==> src/rtl/sawr_pkg.sv <==
// Package for the stop-and-wait receiver: codes, field widths and constants.
package sawr_pkg;

	// Datagram header and payload limits
	localparam int unsigned HDR_BYTES   = 13;
	localparam int unsigned MAX_PAYLOAD = 8192;

	// Field widths
	localparam int unsigned CMD_W    = 2;
	localparam int unsigned OP_W     = 8;
	localparam int unsigned SEQ_W    = 64;
	localparam int unsigned LEN_W    = 32;
	localparam int unsigned BYTES_W  = 16;
	localparam int unsigned KIND_W   = 2;
	localparam int unsigned STATUS_W = 3;
	localparam int unsigned CNT_W    = 8;

	// Register port
	localparam int unsigned APB_DATA_W = 32;
	localparam int unsigned APB_ADDR_W = 3;
	localparam logic        REG_RETRY_LIMIT = 1'b0;   // word index of retry_limit
	localparam logic [CNT_W-1:0] RETRY_LIMIT_RESET = 8'd50;

	// Message type bytes
	localparam logic [OP_W-1:0] OP_SIZE = 8'h53;   // 'S'
	localparam logic [OP_W-1:0] OP_DATA = 8'h44;   // 'D'
	localparam logic [OP_W-1:0] OP_ERR  = 8'h45;   // 'E'

	typedef enum logic [CMD_W-1:0] {
		CMD_START   = 2'd0,
		CMD_DGRAM   = 2'd1,
		CMD_TIMEOUT = 2'd2,
		CMD_FATAL   = 2'd3
	} cmd_t;

	typedef enum logic [KIND_W-1:0] {
		SEND_NONE = 2'd0,
		SEND_REQ  = 2'd1,
		SEND_ACK  = 2'd2
	} send_kind_t;

	localparam logic [STATUS_W-1:0] ST_IDLE = 3'd0;
	localparam logic [STATUS_W-1:0] ST_WAIT = 3'd1;
	localparam logic [STATUS_W-1:0] ST_RECV = 3'd2;
	localparam logic [STATUS_W-1:0] ST_DONE = 3'd3;
	localparam logic [STATUS_W-1:0] ST_FAIL = 3'd4;

	typedef enum logic [4:0] {
		PH_IDLE = 5'b00001,
		PH_WAIT = 5'b00010,
		PH_RECV = 5'b00100,
		PH_DONE = 5'b01000,
		PH_FAIL = 5'b10000
	} phase_t;

	function automatic logic [STATUS_W-1:0] phase_status(phase_t ph);
		logic [STATUS_W-1:0] st;
		unique case (ph)
			PH_IDLE: st = ST_IDLE;
			PH_WAIT: st = ST_WAIT;
			PH_RECV: st = ST_RECV;
			PH_DONE: st = ST_DONE;
			PH_FAIL: st = ST_FAIL;
			default: st = ST_IDLE;
		endcase
		return st;
	endfunction

	// Header length check: too short, too long, or length fields disagree
	function automatic logic malformed(logic [LEN_W-1:0] len, logic [BYTES_W-1:0] nbytes,
			logic [LEN_W-1:0] max_len);
		logic [LEN_W:0] expect_bytes;
		expect_bytes = {1'b0, len} + (LEN_W+1)'(HDR_BYTES);
		return (nbytes < BYTES_W'(HDR_BYTES))
			|| (len > max_len)
			|| ({{(LEN_W+1-BYTES_W){1'b0}}, nbytes} != expect_bytes);
	endfunction

endpackage

==> src/rtl/stop_and_wait_receiver.sv <==
// Stop-and-wait receiver: header-level transfer control with an APB register port.
// Pipeline: an item is registered in stage 1 at the input, and its result in the result
//   register, which drives out_valid, once that register is empty or being taken.
// Throughput: one item per cycle while out_stall is low; a held result stalls the input
//   once stage 1 also holds an item (two items wait inside at most).
// Reset: arst_n clears control state, phase goes idle, counts go to zero and
//   retry_limit returns to 50.
module stop_and_wait_receiver #(
	parameter int unsigned MAX_PAYLOAD = sawr_pkg::MAX_PAYLOAD
) (
	input  logic                                clk,
	input  logic                                arst_n,
	// APB register port
	input  logic                                psel,
	input  logic                                penable,
	input  logic                                pwrite,
	input  logic [sawr_pkg::APB_ADDR_W-1:0]     paddr,
	input  logic [sawr_pkg::APB_DATA_W-1:0]     pwdata,
	output logic [sawr_pkg::APB_DATA_W-1:0]     prdata,
	output logic                                pready,
	// input items
	input  logic                                in_valid,
	output logic                                in_stall,
	input  logic [sawr_pkg::CMD_W-1:0]          cmd,
	input  logic [sawr_pkg::OP_W-1:0]           msg_op,
	input  logic [sawr_pkg::SEQ_W-1:0]          msg_seq,
	input  logic [sawr_pkg::LEN_W-1:0]          msg_len,
	input  logic [sawr_pkg::BYTES_W-1:0]        rx_bytes,
	// result items
	output logic                                out_valid,
	input  logic                                out_stall,
	output logic [sawr_pkg::KIND_W-1:0]         send_kind,
	output logic [sawr_pkg::SEQ_W-1:0]          send_number,
	output logic                                write_payload,
	output logic [sawr_pkg::STATUS_W-1:0]       status,
	output logic [sawr_pkg::SEQ_W-1:0]          bytes_received
);

	// ---------------------------------------------------------------------
	// Register port: one register, retry_limit, at word 0.
	// ---------------------------------------------------------------------
	logic [sawr_pkg::CNT_W-1:0] retry_limit_q;
	logic                       cfg_wr;
	logic                       cfg_hit;

	assign pready  = 1'b1;
	assign cfg_hit = (paddr[2] == sawr_pkg::REG_RETRY_LIMIT);
	assign cfg_wr  = psel && penable && pwrite && cfg_hit;
	assign prdata  = cfg_hit ? {{(sawr_pkg::APB_DATA_W-sawr_pkg::CNT_W){1'b0}}, retry_limit_q}
	                         : '0;

	always_ff @(posedge clk or negedge arst_n) begin
		if (!arst_n) begin
			retry_limit_q <= sawr_pkg::RETRY_LIMIT_RESET;
		end else if (cfg_wr) begin
			retry_limit_q <= pwdata[sawr_pkg::CNT_W-1:0];
		end
	end

	// ---------------------------------------------------------------------
	// Handshake. Stage 1 holds the accepted item; it moves into the result
	// register whenever that register is empty or being taken. The input
	// stalls only while stage 1 holds an item that cannot move on.
	// ---------------------------------------------------------------------
	logic                           valid_s1;
	sawr_pkg::cmd_t                 cmd_s1;
	logic [sawr_pkg::OP_W-1:0]      op_s1;
	logic [sawr_pkg::SEQ_W-1:0]     seq_s1;
	logic [sawr_pkg::LEN_W-1:0]     len_s1;
	logic [sawr_pkg::BYTES_W-1:0]   bytes_s1;

	logic out_valid_q;
	logic advance;      // result register can take a new item
	logic step;         // item in stage 1 commits this cycle
	logic load_s1;

	assign advance   = !out_valid_q || !out_stall;
	assign step      = valid_s1 && advance;
	assign load_s1   = !valid_s1 || advance;
	assign in_stall  = !load_s1;
	assign out_valid = out_valid_q;

	always_ff @(posedge clk or negedge arst_n) begin
		if (!arst_n) begin
			valid_s1 <= 1'b0;
		end else if (load_s1) begin
			valid_s1 <= in_valid;
		end
	end

	always_ff @(posedge clk) begin
		if (load_s1 && in_valid) begin
			cmd_s1   <= sawr_pkg::cmd_t'(cmd);
			op_s1    <= msg_op;
			seq_s1   <= msg_seq;
			len_s1   <= msg_len;
			bytes_s1 <= rx_bytes;
		end
	end

	// ---------------------------------------------------------------------
	// Transfer state
	// ---------------------------------------------------------------------
	sawr_pkg::phase_t              phase_q, phase_d;
	logic [sawr_pkg::SEQ_W-1:0]    total_q, total_d;
	logic [sawr_pkg::SEQ_W-1:0]    count_q, count_d;
	logic [sawr_pkg::SEQ_W-1:0]    expect_q, expect_d;
	logic [sawr_pkg::CNT_W-1:0]    idle_q, idle_d;
	logic [sawr_pkg::CNT_W-1:0]    tries_q, tries_d;

	sawr_pkg::send_kind_t          kind_d;
	logic [sawr_pkg::SEQ_W-1:0]    num_d;
	logic                          wr_d;

	// Data block checks. A block that fits never overshoots the total, so the
	// transfer is complete exactly when it fills the remaining space.
	logic                          bad_hdr;
	logic [sawr_pkg::SEQ_W-1:0]    remaining;
	logic [sawr_pkg::SEQ_W-1:0]    len_ext;
	logic                          fits;
	logic                          fills;

	assign bad_hdr   = sawr_pkg::malformed(len_s1, bytes_s1, sawr_pkg::LEN_W'(MAX_PAYLOAD));
	assign remaining = total_q - count_q;
	assign len_ext   = {{(sawr_pkg::SEQ_W-sawr_pkg::LEN_W){1'b0}}, len_s1};
	assign fits      = (len_ext <= remaining);
	assign fills     = (len_ext == remaining);

	always_comb begin
		phase_d  = phase_q;
		total_d  = total_q;
		count_d  = count_q;
		expect_d = expect_q;
		idle_d   = idle_q;
		tries_d  = tries_q;
		kind_d   = sawr_pkg::SEND_NONE;
		num_d    = '0;
		wr_d     = 1'b0;

		if (cmd_s1 == sawr_pkg::CMD_START) begin
			// start abandons anything in progress
			total_d  = '0;
			count_d  = '0;
			expect_d = '0;
			idle_d   = '0;
			if (retry_limit_q == '0) begin
				tries_d = '0;
				phase_d = sawr_pkg::PH_FAIL;
			end else begin
				tries_d = sawr_pkg::CNT_W'(1);
				phase_d = sawr_pkg::PH_WAIT;
				kind_d  = sawr_pkg::SEND_REQ;
			end
		end else begin
			unique case (phase_q)
				sawr_pkg::PH_WAIT: begin
					unique case (cmd_s1)
						sawr_pkg::CMD_FATAL: phase_d = sawr_pkg::PH_FAIL;
						sawr_pkg::CMD_TIMEOUT: begin
							if (tries_q >= retry_limit_q) begin
								phase_d = sawr_pkg::PH_FAIL;
							end else begin
								tries_d = tries_q + sawr_pkg::CNT_W'(1);
								kind_d  = sawr_pkg::SEND_REQ;
							end
						end
						sawr_pkg::CMD_DGRAM: begin
							if (bad_hdr || op_s1 == sawr_pkg::OP_ERR) begin
								phase_d = sawr_pkg::PH_FAIL;
							end else if (op_s1 == sawr_pkg::OP_SIZE) begin
								total_d = seq_s1;
								kind_d  = sawr_pkg::SEND_ACK;
								num_d   = seq_s1;
								// empty file completes on the size reply
								phase_d = (seq_s1 == '0) ? sawr_pkg::PH_DONE
								                         : sawr_pkg::PH_RECV;
							end
						end
						default: ;
					endcase
				end
				sawr_pkg::PH_RECV: begin
					unique case (cmd_s1)
						sawr_pkg::CMD_FATAL: phase_d = sawr_pkg::PH_FAIL;
						sawr_pkg::CMD_TIMEOUT: begin
							if (idle_q >= retry_limit_q) begin
								phase_d = sawr_pkg::PH_FAIL;
							end else begin
								idle_d = idle_q + sawr_pkg::CNT_W'(1);
							end
						end
						sawr_pkg::CMD_DGRAM: begin
							if (bad_hdr) begin
								phase_d = sawr_pkg::PH_FAIL;
							end else begin
								// any well-formed datagram counts as activity
								idle_d = '0;
								if (op_s1 == sawr_pkg::OP_SIZE) begin
									kind_d = sawr_pkg::SEND_ACK;
									num_d  = seq_s1;
								end else if (op_s1 == sawr_pkg::OP_DATA) begin
									if (seq_s1 == expect_q && fits) begin
										count_d  = count_q + len_ext;
										wr_d     = 1'b1;
										kind_d   = sawr_pkg::SEND_ACK;
										num_d    = seq_s1;
										expect_d = expect_q + sawr_pkg::SEQ_W'(1);
										if (fills) begin
											phase_d = sawr_pkg::PH_DONE;
										end
									end else if (seq_s1 < expect_q) begin
										// duplicate of an older block
										kind_d = sawr_pkg::SEND_ACK;
										num_d  = seq_s1;
									end
								end
							end
						end
						default: ;
					endcase
				end
				default: ;   // idle, done, failed: only start acts
			endcase
		end
	end

	always_ff @(posedge clk or negedge arst_n) begin
		if (!arst_n) begin
			phase_q  <= sawr_pkg::PH_IDLE;
			total_q  <= '0;
			count_q  <= '0;
			expect_q <= '0;
			idle_q   <= '0;
			tries_q  <= '0;
		end else if (step) begin
			phase_q  <= phase_d;
			total_q  <= total_d;
			count_q  <= count_d;
			expect_q <= expect_d;
			idle_q   <= idle_d;
			tries_q  <= tries_d;
		end
	end

	// ---------------------------------------------------------------------
	// Result register
	// ---------------------------------------------------------------------
	logic [sawr_pkg::KIND_W-1:0]   kind_q;
	logic [sawr_pkg::SEQ_W-1:0]    num_q;
	logic                          wr_q;
	logic [sawr_pkg::STATUS_W-1:0] status_q;
	logic [sawr_pkg::SEQ_W-1:0]    rcvd_q;

	always_ff @(posedge clk or negedge arst_n) begin
		if (!arst_n) begin
			out_valid_q <= 1'b0;
		end else if (advance) begin
			out_valid_q <= valid_s1;
		end
	end

	always_ff @(posedge clk) begin
		if (step) begin
			kind_q   <= kind_d;
			num_q    <= num_d;
			wr_q     <= wr_d;
			status_q <= sawr_pkg::phase_status(phase_d);
			rcvd_q   <= count_d;
		end
	end

	assign send_kind      = kind_q;
	assign send_number    = num_q;
	assign write_payload  = wr_q;
	assign status         = status_q;
	assign bytes_received = rcvd_q;

endmodule

==> config.mk <==
export PLATFORM = sky130hd
export DESIGN_NAME = stop_and_wait_receiver
export DESIGN_NICKNAME = d
export VERILOG_FILES = /design/src/rtl/sawr_pkg.sv /design/src/rtl/stop_and_wait_receiver.sv
export SDC_FILE = /design/constraint.sdc
export NUM_CORES = 1
export LEC_CHECK = 0
export ABC_AREA = 1
export BUFFER_PORTS_ARGS = -buffer_cell sky130_fd_sc_hd__buf_2
export CAP_MARGIN = 20
export CELL_PAD_IN_SITES_DETAIL_PLACEMENT = 1
export CELL_PAD_IN_SITES_GLOBAL_PLACEMENT = 2
export CORE_ASPECT_RATIO = 0.8
export CORE_UTILIZATION = 35
export DETAILED_ROUTE_END_ITERATION = 7
export PLACE_DENSITY = 0.87
export SLEW_MARGIN = 5
export SYNTH_ARGS = -nofsm -noshare
export SYNTH_HDL_FRONTEND = slang
export SYNTH_SLANG_ARGS = --single-unit
==> constraint.sdc <==
create_clock -name clk -period 6.5 [get_ports clk]
set_input_delay 0.65 -clock clk [delete_from_list [all_inputs] [get_ports clk]]
set_output_delay 0.65 -clock clk [all_outputs]
set_load 0.005 [all_outputs]
==> summary.json <==
{
  "gpl.final_weighted_congestion": 0.954,
  "cts-root-to-sink-buffers": 3,
  "floorplan.die.height_microns": 279,
  "cts_sinks": 479,
  "cts_setup_buffers": 0,
  "synth-seq-area-share_pct": 39.5,
  "clk_pin_slew_ns": 0.07,
  "floorplan.initialDensity_pct": 35.4,
  "peakVddDrop_v": 0.000264,
  "fin_worst_skew_ns": 0.0506,
  "finalSetupViolCount": 0,
  "timing.reg2reg.setup_slack_ns": 0.48,
  "crit_path_cell_trace": "inv_1, ha_1, nand2_1, nor2_1, nand2_1, nor3_1, nand2_1, nand2_1, xnor2_1, ha_1, nand2_1, nor2_1, nand4_1, nor4_1, buf_4, a31oi_1, nand3_4, nand2_2, buf_4, nor2_1, o21ai_0, inv_1",
  "share_of_cells_above_drive_strength_1_pct": 10.1,
  "holdBufCountCts": 1,
  "ioPinCount": 333,
  "via_count_of_the_first_global_routing_pass": 32800,
  "fraction_of_the_mapped_netlist_area_in_compound_gates_pct": 9.36,
  "timing.critical_path.to_type": "flop",
  "worst_pin_slew_ns": 1.30,
  "setup.worst_path.start_class": "flop",
  "min_period_over_period_pct": 92.6,
  "cpLargestDelayFamily": "simple AND/OR/NAND/NOR gates",
  "chip_width_microns": 348,
  "pin_count_of_the_biggest_net_entering_global_routing": 168,
  "synth_top_cells_by_area": "sky130_fd_sc_hd__edfxtp_1, sky130_fd_sc_hd__dfrtp_1, sky130_fd_sc_hd__nand2_1, sky130_fd_sc_hd__inv_1, sky130_fd_sc_hd__ha_1",
  "drt_wl_total_mm": 138,
  "worst_path_max_delay_cell": "sky130_fd_sc_hd__nor2_1",
  "leakagePower_nw": 18.5,
  "synthesis.area_sq_mm": 0.0336,
  "ys.warnings.count": 0,
  "initialDrtViolationCount": 2334,
  "share_of_cell_area_taken_by_muxes_after_synthesis_pct": 0,
  "synth_adder_area_share_pct": 8.20,
  "normalized_max_slew_margin_pct": 13.7,
  "synth.most_common_cell": "sky130_fd_sc_hd__nand2_1",
  "total_inserted_antenna_cells": 0,
  "period_minus_slack_ns": 6.02,
  "syn-mean-instance-area_sq_um": 7.36,
  "htree_num_levels": 2,
  "run_status": "finished clean",
  "worst-endpoint-arrival_ns": 6.62,
  "clock-root-buffer": "sky130_fd_sc_hd__clkbuf_16",
  "cp_common_cell": "sky130_fd_sc_hd__nand2_1",
  "grt_use_total_pct": 28.0,
  "postSynth.topFlopCell": "sky130_fd_sc_hd__edfxtp_1",
  "number_of_buffers_created_by_cts": 56,
  "antenna_found_initial": 2,
  "yosys.cell_types.count": 56,
  "hold_violations": 0,
  "detailedPlacementHpwl_mm": 111,
  "synth-xor-area-share_pct": 3.13,
  "synth_enable_flop_cells": 256,
  "design_power_total_w": 0.0117,
  "synthesis.instances": 4565,
  "detail_route.vias_per_cell": 5.26,
  "async_reset_ff_share_pct": 46.6,
  "cap_viol_max_count": 0,
  "die_area_sq_mm": 0.0972,
  "routed_wire_length_per_instance_microns": 22.3,
  "synth_commonest_cells": "sky130_fd_sc_hd__nand2_1, sky130_fd_sc_hd__inv_1, sky130_fd_sc_hd__nor2_1, sky130_fd_sc_hd__edfxtp_1, sky130_fd_sc_hd__nand3_1",
  "post-synth-top-area-fraction_pct": 22.9,
  "timing.setup.critical_path_class": "reg2reg",
  "hold_path_class": "in2reg",
  "grt_overflow": 0,
  "core_sq_mm": 0.0950,
  "rsz0062_at_grt": "no",
  "cpPeakStageDelay_ns": 0.78,
  "worst_skew_pair.late_latency_ns": 0.69,
  "crit_buf_inv": 4,
  "p_per_area_mw_per_mm2": 306,
  "grt_pass1_wl_mm": 206,
  "synth-simple-area-share_pct": 29.6,
  "post-synth-top-area-cell": "sky130_fd_sc_hd__edfxtp_1",
  "final-max-slew-violation-count": 0,
  "core.rowCount": 101,
  "cp_data_required_time_ns": 7.10,
  "postCtsResizedCells": 0,
  "total_iterations_of_the_first_detailed_routing_run": 5,
  "io_buffers": 281,
  "worst-path-max-fanout": 30,
  "num_vias": 32500,
  "synth_to_final_area_change_pct": 14.2,
  "ys_seq_elements": 479,
  "final_antenna_net_count": 0,
  "tns_ns": 0,
  "num-nets-final": 5233,
  "cts_tree": "yes",
  "synth_top_family_by_area": "simple AND/OR/NAND/NOR gates",
  "post-route-drc-count": 0,
  "achievable-frequency_ghz": 0.166
}
==> power breakdown <==
group / internal, W / leakage (nW) / switching (W)
sequential: 0.00352 / 5.50 / 0.000338
combinational: 0.00145 / 12.0 / 0.00306
clock: 0.00188 / 0.940 / 0.00149
total: 0.00685 / 18.5 / 0.00489
==> path summary, 6_finish.rpt <==
kind / startpoint / to / depth (start not counted)
setup / recovery: count_q[25] / count_q[9] / 22
hold / removal: msg_seq[55] / seq_s1[55] / 1
setup reg to reg: count_q[25] / count_q[9] / 22
hold reg to reg: count_q[61] / count_q[61] / 2
max in group asynchronous: arst_n / total_q[25] / 3
min in group asynchronous: arst_n / idle_q[6] / 2
==> flip-flops by register name, indices dropped and copies added, names as in the netlist, 5 cells and up <==
register and flops:
total_q 64, retry_limit_q 8, count_q 64, idle_q 8, bytes_s1 16, expect_q 64
op_s1 8, bytes_received 64, send_number 64, seq_s1 64, phase_q 5, len_s1 32
tries_q 8
==> worst register-to-register path, stage by stage (launching register included) <==
cell and delay [ns]:
sky130_fd_sc_hd__dfrtp_1 0.38, sky130_fd_sc_hd__inv_1 0.13, sky130_fd_sc_hd__ha_1 0.40, sky130_fd_sc_hd__nand2_1 0.18, sky130_fd_sc_hd__nor2_1 0.26, sky130_fd_sc_hd__nand2_1 0.15
sky130_fd_sc_hd__nor3_1 0.25, sky130_fd_sc_hd__nand2_1 0.10, sky130_fd_sc_hd__nand2_1 0.16, sky130_fd_sc_hd__xnor2_1 0.19, sky130_fd_sc_hd__ha_1 0.35, sky130_fd_sc_hd__nand2_1 0.06
sky130_fd_sc_hd__nor2_1 0.12, sky130_fd_sc_hd__nand4_1 0.22, sky130_fd_sc_hd__nor4_1 0.36, sky130_fd_sc_hd__buf_4 0.22, sky130_fd_sc_hd__a31oi_1 0.12, sky130_fd_sc_hd__nand3_4 0.25
sky130_fd_sc_hd__nand2_2 0.43, sky130_fd_sc_hd__buf_4 0.47, sky130_fd_sc_hd__nor2_1 0.81, sky130_fd_sc_hd__o21ai_0 0.23, sky130_fd_sc_hd__inv_1 0.10
==> logic make-up (layout without fill, tap and decap cells) <==
group           after synthesis  after routing
other cells                   2             25
flops                       479            479
simple gates               2348           2348
buf+inv                     860           1170
xor+xnor                    120            120
fa+ha+maj                   219            219
compound gates              537            537
==> stage by stage <==
step	worst slack [ns]	hold WS [ns]	cell area [sq um]	util [%]	instances
2_1_floorplan	0.772	0.354	33700	-	4588
3_3_place_gp	0.818	0.461	36400	38.3	6077
3_5_place_dp	0.664	0.478	36400	38.3	6078
4_1_cts	0.625	0.105	38400	40.4	6185
5_1_grt	0.182	0.126	38400	40.4	6185
6_report	0.479	0.143	38400	40.4	6185
==> placed cells by master (no fill, tap or decap), types with 23 or more instances in the layout <==
cell type,Yosys,routed
sky130_fd_sc_hd__o21ai_0,182,182
sky130_fd_sc_hd__conb_1,2,25
sky130_fd_sc_hd__inv_1,741,740
sky130_fd_sc_hd__a21oi_1,193,193
sky130_fd_sc_hd__nand3_1,223,223
sky130_fd_sc_hd__buf_2,14,280
sky130_fd_sc_hd__nor2_1,521,518
sky130_fd_sc_hd__nand2_1,1259,1258
sky130_fd_sc_hd__nor4_1,39,37
sky130_fd_sc_hd__nor3_1,98,98
sky130_fd_sc_hd__o31ai_2,24,24
sky130_fd_sc_hd__o21ai_1,34,34
sky130_fd_sc_hd__xor2_1,63,63
sky130_fd_sc_hd__nand4_1,131,131
sky130_fd_sc_hd__o31ai_1,23,23
sky130_fd_sc_hd__xnor2_1,57,57
sky130_fd_sc_hd__dfrtp_1,219,219
sky130_fd_sc_hd__edfxtp_1,256,256
sky130_fd_sc_hd__clkbuf_16,0,56
sky130_fd_sc_hd__buf_4,36,23
sky130_fd_sc_hd__ha_1,217,216
==> cell type report <==
cell class / count / area [sq um]
clock buffers: 82 / 1630
clock inverters: 24 / 289
fillers: 12100 / 56700
inverters: 754 / 2840
multi-input cells: 3249 / 17000
flip-flops and latches: 479 / 13300
well taps: 1287 / 1610
repair buffers: 310 / 1700
==> metal layers <==
| layer | wire [microns] | up-vias | track usage [%] |
|---|---|---|---|
| li1 | - | 15400 | - |
| met1 | 65700 | 16200 | 40.7 |
| met2 | 61200 | 806 | 44.1 |
| met3 | 7420 | 155 | 2.98 |
| met4 | 3480 | 2 | 7.20 |
| met5 | 10 | - | 0 |
Power figures use the tool's default switching activity.
